[src/hdl/pdct_pkg.sv]
// Package for the prescaled down-counter timer.
// Holds request codes, register offsets, mode bit positions, reset values and beat types.
// No dependencies.
package pdct_pkg;

   localparam int DEFAULT_BASE_PERIOD = 128;

   localparam int REQ_DATA_W = 24;
   localparam int RSP_DATA_W = 24;

   localparam logic [1:0] REQ_TICK       = 2'd0;
   localparam logic [1:0] REQ_WORD_READ  = 2'd1;
   localparam logic [1:0] REQ_WORD_WRITE = 2'd2;
   localparam logic [1:0] REQ_BYTE_WRITE = 2'd3;

   localparam logic [2:0] OFS_SETUP_LO = 3'd0;
   localparam logic [2:0] OFS_SETUP_HI = 3'd1;
   localparam logic [2:0] OFS_COUNTER  = 3'd2;
   localparam logic [2:0] OFS_MODE     = 3'd4;

   localparam int MODE_CONT   = 1;
   localparam int MODE_ENBEND = 2;
   localparam int MODE_ONCE   = 3;
   localparam int MODE_START  = 4;
   localparam int MODE_DIV16  = 5;
   localparam int MODE_DIV4   = 6;
   localparam int MODE_END    = 7;

   localparam logic [15:0] RELOAD_RESET = 16'o011000;
   localparam logic [15:0] COUNT_RESET  = 16'hFFFF;
   localparam logic [15:0] COUNT_WRAP   = 16'hFFFF;
   localparam logic [7:0]  MODE_RESET   = 8'h00;
   localparam logic [7:0]  MODE_READ_PAD = 8'hFF;

   typedef struct packed {
      logic [1:0]  req_type;
      logic [2:0]  offset;
      logic [15:0] write_data;
   } item_type;

   typedef struct packed {
      logic [15:0] read_data;
      logic        end_flag;
   } result_type;

endpackage

[src/hdl/pdct_core.sv]
// Timer register file and single-pass execute logic for one bus or tick beat.
// Depends on pdct_pkg.
module pdct_core
   import pdct_pkg::*;
#(
   parameter int BASE_PERIOD = DEFAULT_BASE_PERIOD
) (
   input  logic       clock,
   input  logic       reset,
   input  logic       exec_en,
   input  item_type   item,
   output result_type result
);

   localparam int CW = $clog2(BASE_PERIOD * 64);

   localparam logic [CW:0] PERIOD_1  = (CW + 1)'(BASE_PERIOD);
   localparam logic [CW:0] PERIOD_4  = (CW + 1)'(BASE_PERIOD * 4);
   localparam logic [CW:0] PERIOD_16 = (CW + 1)'(BASE_PERIOD * 16);
   localparam logic [CW:0] PERIOD_64 = (CW + 1)'(BASE_PERIOD * 64);

   logic [15:0]   reload_ff, reload_in;
   logic [15:0]   count_ff, count_in;
   logic [7:0]    mode_ff, mode_in;
   logic [CW-1:0] pres_ff, pres_in;

   logic [CW:0]   period;
   logic [CW:0]   pres_next;
   logic [7:0]    wr_byte;
   logic          mode_wr;
   logic [15:0]   rd;

   always_comb begin
      unique case ({mode_ff[MODE_DIV4], mode_ff[MODE_DIV16]})
         2'b00:   period = PERIOD_1;
         2'b01:   period = PERIOD_16;
         2'b10:   period = PERIOD_4;
         default: period = PERIOD_64;
      endcase
   end

   assign pres_next = {1'b0, pres_ff} + (CW + 1)'(1);
   assign wr_byte   = item.write_data[7:0];
   assign mode_wr   = (item.req_type == REQ_WORD_WRITE || item.req_type == REQ_BYTE_WRITE)
                      && item.offset == OFS_MODE;

   always_comb begin
      reload_in = reload_ff;
      count_in  = count_ff;
      mode_in   = mode_ff;
      pres_in   = pres_ff;
      rd        = 16'h0000;
      unique case (item.req_type)
         REQ_TICK: begin
            if (mode_ff[MODE_START]) begin
               if (pres_next < period) begin
                  pres_in = pres_next[CW-1:0];
               end else begin
                  pres_in = '0;
                  if (count_ff > 16'd1) begin
                     count_in = count_ff - 16'd1;
                  end else begin
                     if (mode_ff[MODE_ENBEND]) begin
                        mode_in[MODE_END] = 1'b1;
                     end
                     if (mode_ff[MODE_ONCE] && !mode_ff[MODE_CONT]) begin
                        count_in            = 16'h0000;
                        mode_in[MODE_START] = 1'b0;
                     end else if (mode_ff[MODE_CONT]) begin
                        count_in = COUNT_WRAP;
                     end else begin
                        count_in = reload_ff - 16'd1;
                     end
                  end
               end
            end
         end
         REQ_WORD_READ: begin
            if (item.offset == OFS_SETUP_LO) begin
               rd = reload_ff;
            end else if (item.offset == OFS_COUNTER) begin
               rd = count_ff;
            end else if (item.offset == OFS_MODE) begin
               rd = {MODE_READ_PAD, mode_ff};
            end
         end
         REQ_WORD_WRITE: begin
            if (item.offset == OFS_SETUP_LO) begin
               reload_in = item.write_data;
            end
         end
         default: begin
            if (item.offset == OFS_SETUP_LO) begin
               reload_in = {reload_ff[15:8], wr_byte};
            end else if (item.offset == OFS_SETUP_HI) begin
               reload_in = {wr_byte, reload_ff[7:0]};
            end
         end
      endcase
      if (mode_wr) begin
         if (!mode_ff[MODE_START] && wr_byte[MODE_START]) begin
            count_in = reload_ff;
            pres_in  = '0;
         end
         mode_in = wr_byte;
      end
   end

   always_ff @(posedge clock) begin
      if (reset) begin
         reload_ff <= RELOAD_RESET;
         count_ff  <= COUNT_RESET;
         mode_ff   <= MODE_RESET;
         pres_ff   <= '0;
      end else if (exec_en) begin
         reload_ff <= reload_in;
         count_ff  <= count_in;
         mode_ff   <= mode_in;
         pres_ff   <= pres_in;
      end
   end

   assign result.read_data = rd;
   assign result.end_flag  = mode_in[MODE_END];

endmodule

[src/hdl/prescaled_down_counter_timer.sv]
// Prescaled down-counter timer: top level with input and result registers.
// Depends on pdct_pkg and pdct_core.
//
// Usage:
//   req channel carries one beat per clock tick or bus access. req_tuser holds
//   the request type (tick, word read, word write, byte write); req_tdata holds
//   the byte offset and the write data.
//   rsp channel returns exactly one beat per request: the read data (zero for
//   anything but a word read of setup, counter or mode) and the END flag as it
//   stands after the request took effect.
//   Path: a beat accepted goes into the input register, then executes into
//   the result register, which drives the response.
//   Throughput: one beat per cycle while rsp_tready is high; the execute step
//   reads and updates the timer registers in one pass, so ticks run back to back.
//   Stall: when rsp_tready is low the response holds, the input register
//   keeps at most one more beat, and req_tready drops once both are full.
//   Reset: setup = 4608, counter = 0xFFFF, mode = 0 (stopped), prescaler = 0,
//   both pipeline registers empty.
module prescaled_down_counter_timer
   import pdct_pkg::*;
#(
   parameter int BASE_PERIOD = DEFAULT_BASE_PERIOD
) (
   input  logic                  clock,
   input  logic                  reset,
   input  logic                  req_tvalid,
   output logic                  req_tready,
   input  logic [REQ_DATA_W-1:0] req_tdata,  // [2:0] offset, [18:3] write_data, rest zero
   input  logic [1:0]            req_tuser,  // [1:0] req_type
   output logic                  rsp_tvalid,
   input  logic                  rsp_tready,
   output logic [RSP_DATA_W-1:0] rsp_tdata   // [15:0] read_data, [16] end_flag, rest zero
);

   logic       in_valid_ff, in_valid_in;
   item_type   item_ff;
   logic       out_valid_ff, out_valid_in;
   result_type res_ff;
   result_type res_comb;
   logic       advance;
   logic       exec_en;
   logic       req_beat;

   assign advance    = !out_valid_ff || rsp_tready;
   assign exec_en    = in_valid_ff && advance;
   assign req_tready = !in_valid_ff || advance;
   assign req_beat   = req_tvalid && req_tready;

   assign in_valid_in  = req_beat || (in_valid_ff && !advance);
   assign out_valid_in = exec_en || (out_valid_ff && !rsp_tready);

   always_ff @(posedge clock) begin
      if (reset) begin
         in_valid_ff  <= 1'b0;
         out_valid_ff <= 1'b0;
      end else begin
         in_valid_ff  <= in_valid_in;
         out_valid_ff <= out_valid_in;
      end
   end

   always_ff @(posedge clock) begin
      if (req_beat) begin
         item_ff.req_type   <= req_tuser;
         item_ff.offset     <= req_tdata[2:0];
         item_ff.write_data <= req_tdata[18:3];
      end
      if (exec_en) begin
         res_ff <= res_comb;
      end
   end

   pdct_core #(
      .BASE_PERIOD(BASE_PERIOD)
   ) u_core (
      .clock  (clock),
      .reset  (reset),
      .exec_en(exec_en),
      .item   (item_ff),
      .result (res_comb)
   );

   assign rsp_tvalid = out_valid_ff;
   assign rsp_tdata  = {{(RSP_DATA_W - 17){1'b0}}, res_ff.end_flag, res_ff.read_data};

endmodule

[config.mk]
export PLATFORM = sky130hd
export DESIGN_NAME = prescaled_down_counter_timer
export DESIGN_NICKNAME = d
export VERILOG_FILES = /design/src/hdl/pdct_pkg.sv /design/src/hdl/pdct_core.sv /design/src/hdl/prescaled_down_counter_timer.sv
export SDC_FILE = /design/constraint.sdc
export NUM_CORES = 1
export LEC_CHECK = 0
export BUFFER_PORTS_ARGS = -buffer_cell sky130_fd_sc_hd__buf_2
export CORE_MARGIN = 3
export CORE_UTILIZATION = 54
export DETAILED_ROUTE_END_ITERATION = 7
export MAX_ROUTING_LAYER = met4
export PLACE_DENSITY_LB_ADDON = 0.3
export SLEW_MARGIN = 15
export SYNTH_ARGS = -nofsm -noshare
export SYNTH_HDL_FRONTEND = slang
export SYNTH_SLANG_ARGS = --single-unit
[constraint.sdc]
create_clock -name clock -period 3.3 [get_ports clock]
set_input_delay 0.825 -clock clock [delete_from_list [all_inputs] [get_ports clock]]
set_output_delay 0.825 -clock clock [all_outputs]
set_load 0.005 [all_outputs]
; ---- After elaboration in Yosys (flattened, before gate mapping)
; Cells that the tools add are included.
[word_totals]
reg_bits = 93
latchBits = 0
mem_bits_rw = 0
mem_bits_ro = 0
input_bits = 30
word_cells = 90
mem_count = 0
[op_classes]
add_sub_neg = 3
mul = 0
div = 0
order_cmp = 2
n_eq_ne = 10
shift = 0
mux = 32
bitwise_logic = 1
reduce_logical = 28
[op_table]
columns = operator, count
row1 = 16-bit two-way mux, 14
row2 = 13-bit two-way mux, 5
row3 = 14-bit one-hot mux with 3 select lines, 1
row4 = 16-bit one-hot mux with 2 select lines, 1
row5 = "16-bit by 1-bit subtractor with 16-bit output, second input constant", 2
row6 = "16-bit by 1-bit greater-than comparator with 1-bit output, second input constant", 1
row7 = "13-bit by 1-bit adder with 14-bit output, second input constant", 1
row8 = 14-bit less-than comparator, 1
row9 = 1-bit two-way mux, 10
row10 = 8-bit two-way mux, 1
row11 = 1-bit logical AND, 7
row12 = "2-bit == test, second input constant", 3
row13 = 1-bit zero test, 6
row14 = 1-bit logical OR, 5
row15 = 5-bit AND reduction, 1
row16 = "2-bit by 1-bit == test with 1-bit output, second input constant", 2
row17 = 2-bit zero test, 2
row18 = 2-bit AND reduction, 2
row19 = 2-bit nonzero test, 2
row20 = "3-bit by 1-bit == test with 1-bit output, second input constant", 1
row21 = "3-bit by 2-bit == test with 1-bit output, second input constant", 1
row22 = "3-bit == test, second input constant", 1
row23 = 3-bit zero test, 1
row24 = 3-bit AND reduction, 1
row25 = 4 further kinds, 4

; ---- Logic depth before layout (Yosys ltp)
; Gate-level depths: netlist (run 1).
[logic_depth]
ltp_word = 9
mapped_depth = 15

; ---- Cells and area by module
; From an unflattened synthesis (run 1), not the netlist that was laid out.
[hier_totals]
cells_unflattened = 639
hier_area_um2 = 5341.4
[by_module_without_submodules]
columns = module, instances, cells_per_inst, area_each_um2, seq_area_each_um2
row1 = pdct_core, 1, 583, 4040.1, 1061.0
row2 = prescaled_down_counter_timer, 1, 56, 1301.2, 1181.1

; ---- Worst setup path after synthesis (run 1)
; Ideal clock, no wire load.
[synth_timing]
path_kind = flip-flop to flip-flop
start = reg u_core.pres_ff[3]
end = reg u_core.count_ff[0]
setup_time_ns = 0.134
t_arrival_ns = 3.496
required_ns = 3.166
slack_ns = -0.330
stages_incl_launch_ff = 16
path_buffers = 2
synth_period_minus_slack_ns = 3.630
cell_sequence = dfxtp_1 nand4_1 buf_2 nor3_1 and3_1 xor2_1 ha_1 or3b_1 or4_1 a221oi_2 nor3_1 or2_1 buf_6 and4_1 a2111oi_2 o21ai_0
[synth_between]
elab_chain_cells = 7
[synth_lines]
columns = item, line
row1 = from (decl), pdct_core.sv:25  ; logic [CW-1:0] pres_ff, pres_in;
row2 = from (signal assigned), pdct_core.sv:119  ; pres_ff <= pres_in;
row3 = 13-bit by 1-bit adder with 14-bit output *, pdct_core.sv:42  ; assign pres_next = {1'b0, pres_ff} + (CW + 1)'(1);
row4 = 14-bit less-than comparator *, pdct_core.sv:56  ; if (pres_next < period) begin
row5 = 16-bit two-way mux *, pdct_core.sv:56
row6 = 16-bit two-way mux *, pdct_core.sv:55  ; if (mode_ff[MODE_START]) begin
row7 = 16-bit two-way mux *, pdct_core.sv:53  ; unique case (item.req_type)
row8 = 16-bit two-way mux, pdct_core.sv:101  ; if (!mode_ff[MODE_START] && wr_byte[MODE_START]) begin
row9 = 16-bit two-way mux *, pdct_core.sv:100  ; if (mode_wr) begin
row10 = to (signal assigned), pdct_core.sv:117  ; count_ff <= count_in;
row11 = to (decl), pdct_core.sv:23  ; logic [15:0] count_ff, count_in;
; Every way passes the cells marked *; elsewhere a longest branch is shown, timed or not.
; A chain may end at the register's enable or synchronous reset.

; ---- Final worst setup path (run 1)
[layout_timing]
start = reg u_core.pres_ff[6]
end = reg u_core.pres_ff[2]
[layout_between]
elab_chain_cells = 7
[layout_lines]
columns = item, line
row1 = 13-bit by 1-bit adder with 14-bit output *, pdct_core.sv:42
row2 = 14-bit less-than comparator *, pdct_core.sv:56
row3 = 13-bit two-way mux *, pdct_core.sv:56
row4 = 13-bit two-way mux *, pdct_core.sv:55
row5 = 13-bit two-way mux *, pdct_core.sv:53
row6 = 13-bit two-way mux, pdct_core.sv:101
row7 = 13-bit two-way mux *, pdct_core.sv:100
; Marks and branches as above.

==> results.sh, run 1 <==
export IMPL_status="complete, but fails checks"
export IMPL_violations="negative setup slack"
export IMPL_antenna_found_initial=0
export IMPL_layout_nets=731
export IMPL_die_h_um=105.4
export IMPL_cts_sinks=93
export IMPL_end_kind="flip-flop"
export IMPL_track_usage=0.2846
export IMPL_grt_max_degree=59
export IMPL_num_io_pins=56
export IMPL_grt_pass1_vias=4863
export IMPL_die_x_um=105.4
export IMPL_synth_edff_count=38
export IMPL_insertion_delay_ps=380
export IMPL_p_int_mw=1.606
export IMPL_min_period_ps=3444
export IMPL_fin_skew_ps=13.40
export IMPL_clk_transition_reported_paths_ps=100
export IMPL_maxSlewHeadroom=0.2643
export IMPL_hold_class="reg2reg"
export IMPL_dieArea_um2=11110
export IMPL_path_max_fanout=9
export IMPL_worstSetupStartpointType="flip-flop"
export IMPL_arrival_ps=3730
export IMPL_avgRoutedWirePerCell_um=18.06
export IMPL_cp_required_ps=3590
export IMPL_switching_power_mw=0.6350
export IMPL_core_area_um2=9415
export IMPL_worstMarginPinSlew_ps=1103
export IMPL_synthFlopType="dfxtp_1"
export IMPL_h_tree_depth=3
export IMPL_syn_mean_instance_area_um2=8.295
export IMPL_drtAntennaViolNets=0
export IMPL_place_gp_congestion=0.9461
export IMPL_syn_area_um2=5334
export IMPL_vdd_drop_max_v=0.0002251
export IMPL_leakagePower_nw=2.316
export IMPL_pre_cts_slack_ps=-291.4
export IMPL_cts_hold_buf=0
export IMPL_placed_cells=803
export IMPL_numCtsBuffers=9
export IMPL_fillers=767
export IMPL_fin_setup_tns_ps=-1589
export IMPL_drc=0
export IMPL_async_reset_ff_frac=0
export IMPL_drt_total_wl_mm=14.95
export IMPL_fin_crit_sh=1.044
export IMPL_setup_viol=24
export IMPL_syn2layout_area_growth_pct=16.23
export IMPL_synthCells=643
export IMPL_num_rows=35
export IMPL_cap_viol_max_count=0
export IMPL_synth_distinct_cells=67
export IMPL_mostFrequentLayoutCell="nor2_1"
export IMPL_via_per_inst=6.361
export IMPL_drt_iter0_markers=594
export IMPL_dr_pass1_iters=5
export IMPL_synth_seq_cells=93
export IMPL_power_density_nw_per_um2=361.5
export IMPL_layout_common_cells="nor2_1 (82), dfxtp_1 (51), nand2_1 (49)"
export IMPL_hold_viol=0
export IMPL_portBuffers=43
export IMPL_critical_path_class="reg2reg"
export IMPL_combPwrFrac=0.088
export IMPL_maxSlewViolCount=0
export IMPL_vias=5267
export IMPL_diodes=0
export IMPL_rsz0062_at_grt="yes"
export IMPL_start_util=0.5665
export IMPL_yosysSeqAreaShare=0.4204
export IMPL_grt_pass1_wl_mm=24.73
export IMPL_cts_root_buf="clkbuf_8"
export IMPL_worst_slack_ps=-143.8
export IMPL_gr_total_overflow=0
export IMPL_sw_frac_of_total=0.2833
export IMPL_total_power_mw=2.241
export IMPL_cts_tree="built"
export IMPL_cts_buffer_depth=2
export IMPL_hpwl_mm=10.09
export IMPL_finalNonFillerCells=828
export IMPL_clock_fmax_mhz=290.4
export IMPL_clockPowerShare=0.344
export IMPL_drive_above_1_share=0.2003
export IMPL_synth_yosys_warnings=0
export IMPL_reg2reg_depth=14
export IMPL_hold_depth=2
export IMPL_p_seq_frac=0.567
## per-layer routing
layer,global-route usage,vias up,part of all wire
met5,-,-,0
met2,0.4326,313,0.47
met1,0.3721,2446,0.40
met4,0.1425,0,0.039
met3,0.04103,57,0.092
li1,-,2451,-
## cell usage after synthesis, types with 8 or more instances
cell type / number / area, µm²
a311oi_1: 10 / 87.58
nor2_1: 82 / 307.8
o22ai_1: 10 / 62.56
xnor2_1: 8 / 70.07
a31oi_1: 13 / 81.33
nor4_1: 8 / 50.05
nand4_1: 8 / 50.05
dfxtp_1: 55 / 1101
a21oi_1: 48 / 240.2
nor2b_1: 11 / 68.82
nand2b_1: 12 / 75.07
edfxtp_1: 38 / 1141
or4_1: 9 / 67.56
nor3_1: 28 / 140.1
nand3_1: 25 / 125.1
o21ai_0: 43 / 215.2
clkbuf_1: 38 / 142.6
mux2i_1: 10 / 100.1
inv_1: 15 / 56.30
nand2_1: 50 / 187.7
## worst paths after layout
path / start / slack, ps / endpoint
worst max register to register: u_core.pres_ff[6] / -140 / u_core.pres_ff[2]
worst max-delay path: u_core.pres_ff[6] / -140 / u_core.pres_ff[2]
worst min-delay path: u_core.mode_ff[0] / 470 / u_core.mode_ff[0]
worst min register to register: u_core.mode_ff[0] / 470 / u_core.mode_ff[0]
## through the flow
stage | util | hold WS [ps] | instance area, µm²
6_report | 0.6585 | 472.5 | 6200
5_1_grt | 0.6585 | 502.3 | 6200
4_1_cts | 0.6534 | 476.7 | 6152
3_5_place_dp | 0.6185 | 461.6 | 5823
3_3_place_gp | 0.6185 | 446.1 | 5823
2_1_floorplan | - | 436.7 | 5410
## registers in the layout (all words and copies together), names as in the netlist
| register | cells |
|---|---|
| in_valid_ff | 1 |
| item_ff | 21 |
| rsp_tdata | 17 |
| rsp_tvalid | 1 |
| u_core.count_ff | 16 |
| u_core.mode_ff | 8 |
| u_core.pres_ff | 13 |
| u_core.reload_ff | 16 |
## power groups by stage
stage | logic (mW) | clock network [mW] | registers, mW
after floorplan | 0.136 | 0 | 1.29
after global placement | 0.189 | 0 | 1.30
after detailed placement | 0.194 | 0 | 1.30
after CTS | 0.195 | 0.771 | 1.27
after global routing | 0.219 | 0.821 | 1.28
final | 0.198 | 0.772 | 1.27
## final cells by class
cell class	count	area [µm²]	share of cell area
multi-input cells	485	2923	0.4714
flip-flops and latches	93	2247	0.3625
repair buffers	90	620.6	0.1001
well taps	129	161.4	0.02603
clock buffers	9	123.9	0.01998
clock inverters	7	67.56	0.01090
inverters	15	56.30	0.009082
## cell families (layout without fill, tap and decap cells)
logic type | after synthesis | after routing | synth area share
AO/OA/AOI/OAI | 174 | 174 | 0.2064
multiplexers | 10 | 10 | 0.01877
XOR/XNOR | 15 | 15 | 0.02463
AND/OR/NAND/NOR | 272 | 272 | 0.2550
buffers and inverters | 71 | 121 | 0.05770
flip-flops | 93 | 93 | 0.4204
adder cells (fa/ha/maj) | 7 | 7 | 0.01642
other | 1 | 7 | 0.0007031
## critical path, cell delays in order, from the launching register on
cell and delay (ps):
dfxtp_2 360, nand4_1 180, nor3_4 210, and3_4 240, xor2_2 60, ha_2 180, or3b_1 350, or4_4 500
a221oi_4 290, o21ai_1 170, nor3_2 180, buf_4 210, buf_4 150, nand4b_1 100, a31oi_1 180
## repair_timing
action                     4_1_cts  5_1_grt
hold endpoints to repair         0        0
cloned                           1        0
resized for setup               18        7
setup endpoints to repair       31       32
buffers inserted                 8        2
pin swaps                       18       14
Note: power is estimated with default switching activity, not from simulation.
==> run 2, diff against run 1 <==
- CORE_MARGIN: 3 -> default
- CORE_UTILIZATION: 54 -> 59
- clock period: 3.3 -> 3.9 ns (I/O delays scaled with it)
==> run 2 against run 1 <==
Against the previous run:
- the run now ends clean
- worst hold slack improved by 17 ps
- non-clock buffer count decreased by 29
- combinational power decreased by 22%
- sequential power decreased by 15%
- clock power decreased by 15%
- die area decreased by 15%
- first-iteration DRC count decreased by 16%
- largest power group unchanged
==> results.sh, run 2 (same netlist as run 1, synthesis figures left out) <==
export IMPL_drive_above_1_share=0.1463
export IMPL_h_tree_depth=3
export IMPL_final_cell_area_um2=5821
export IMPL_fin_setup_tns_ps=0
export IMPL_crit_path_cell_trace="nand4_1 -> nor3_2 -> and3_2 -> xor2_1 -> ha_1 -> or3b_1 -> or4_1 -> a221oi_2 -> nor3_1 -> nor2_2 -> nand2_1 -> or4_1 -> a31oi_1"
export IMPL_path_max_fanout=6
export IMPL_worst_slack_ps=193.0
export IMPL_cp_required_ps=4180
export IMPL_portBuffers=43
export IMPL_worstMarginPinSlew_ps=1086
export IMPL_die_h_um=97.08
export IMPL_cts_buffer_depth=2
export IMPL_diodes=0
export IMPL_largest_reg_flops=21
export IMPL_grt_pass1_vias=4799
export IMPL_cap_viol_max_count=0
export IMPL_start_util=0.6116
export IMPL_reg2reg_depth=13
export IMPL_cp_top_family="simple AND/OR/NAND/NOR gates"
export IMPL_drtAntennaViolNets=0
export IMPL_pre_cts_slack_ps=156.0
export IMPL_fin_skew_ps=9.770
export IMPL_drt_total_wl_mm=14.12
export IMPL_critPathMaxStageDelay_ps=490
export IMPL_critical_path_class="reg2reg"
export IMPL_antenna_found_initial=0
export IMPL_hold_depth=2
export IMPL_hold_viol=0
export IMPL_dr_pass1_iters=7
export IMPL_core_area_um2=8721
export IMPL_insertion_delay_ps=380
export IMPL_avgRoutedWirePerCell_um=18.14
export IMPL_min_period_ps=3707
export IMPL_grt_pass1_wl_mm=23.04
export IMPL_die_x_um=97.08
export IMPL_clock_fmax_mhz=269.8
export IMPL_crit_cells=13
export IMPL_cts_root_buf="clkbuf_8"
export IMPL_hold_class="reg2reg"
export IMPL_layout_common_cells="nor2_1 (82), dfxtp_1 (52), nand2_1 (50)"
export IMPL_num_rows=34
export IMPL_clk_transition_reported_paths_ps=110
export IMPL_r2r_slack_ps=190
export IMPL_via_per_inst=6.560
export IMPL_worst_path_buf_inv=0
export IMPL_vias=5104
export IMPL_place_gp_congestion=0.9144
export IMPL_gr_total_overflow=0
export IMPL_end_kind="flip-flop"
export IMPL_largest_register="item_ff"
export IMPL_maxSlewHeadroom=0.2758
export IMPL_total_power_mw=1.896
export IMPL_placed_area_um2=5587
export IMPL_drc=0
export IMPL_cts_hold_buf=0
export IMPL_worstSetupStartpointType="flip-flop"
export IMPL_status="completed"
export IMPL_arrival_ps=3990
export IMPL_fin_crit_sh=0.9505
export IMPL_fillers=733
export IMPL_num_io_pins=56
export IMPL_path_common_cell="or4_1"
export IMPL_setup_viol=0
export IMPL_mostFrequentLayoutCell="nor2_1"
export IMPL_cts_tree="built"
export IMPL_grt_max_degree=59
export IMPL_syn2layout_area_growth_pct=9.125
export IMPL_hold_path_endpoint="u_core.mode_ff[0]"
export IMPL_power_density_nw_per_um2=325.8
export IMPL_vdd_drop_max_v=0.0002537
export IMPL_rsz0062_at_grt="no"
export IMPL_leakagePower_nw=2.111
export IMPL_final_util=0.6674
export IMPL_track_usage=0.3138
export IMPL_layout_nets=702
export IMPL_r2r_end="u_core.pres_ff[5]"
export IMPL_drt_iter0_markers=500
export IMPL_maxSlewViolCount=0
export IMPL_hpwl_mm=9.810
export IMPL_min_from="u_core.mode_ff[0]"
export IMPL_cts_sinks=93
export IMPL_numCtsBuffers=9
export IMPL_slowest_stage="or4_1"
export IMPL_r2r_start="u_core.pres_ff[6]"
export IMPL_dieArea_um2=9425
## run 2: layout make-up
type	count	area (µm²)	share of cell area
multi-input combinational	485	2829	0.4860
clock buffer	9	123.9	0.02128
timing repair buffer	61	350.3	0.06019
inverter	15	56.30	0.009673
clock inverter	7	80.08	0.01376
tap	108	135.1	0.02322
sequential	93	2246	0.3859
## run 2: where the power goes
| group | total (mW) | internal, mW | switching, mW |
|---|---|---|---|
| Sequential | 1.08 | 1.05 | 0.0374 |
| Combinational | 0.154 | 0.0603 | 0.0935 |
| Clock | 0.658 | 0.255 | 0.404 |
| Total | 1.90 | 1.36 | 0.535 |
## run 2: how the worst max path moves through the flow
stage                       from            endpoint  slack (ps)
3_3_place_gp   u_core.pres_ff[3]   u_core.pres_ff[3]         240
3_5_place_dp   u_core.pres_ff[3]   u_core.pres_ff[5]         160
2_1_floorplan  u_core.pres_ff[3]  u_core.count_ff[0]         270
5_1_grt        u_core.pres_ff[6]   u_core.pres_ff[3]           8
6_report       u_core.pres_ff[6]   u_core.pres_ff[5]         190
4_1_cts        u_core.pres_ff[3]   u_core.pres_ff[5]         120
## run 2: per-layer routing
metal,GRT usage,wire [µm],vias up,share of wire
met4,0.1240,346,0,0.025
li1,-,-,2390,-
met2,0.4967,6691,249,0.47
met5,-,0,-,0
met3,0.03525,996,45,0.071
met1,0.4145,6080,2420,0.43
## run 2: timing repair
action / in CTS / in global routing
resized for setup: 0 / 6
endpoints found under the setup margin: 0 / 10
setup buffers: 0 / 2
## run 2: per-stage QoR
| stage | hold WS (ps) | std cells |
|---|---|---|
| finish | 489.5 | 778 |
| global route | 501.0 | 778 |
| CTS | 483.1 | 776 |
| detailed placement | 467.7 | 760 |
| global placement | 446.3 | 760 |
| floorplan | 436.7 | 649 |
## run 2: tightest hold or removal path, stage by stage (launching register included)
cell and delay [ps]:
dfxtp_1 330, nand2_1 60, a21oi_1 60
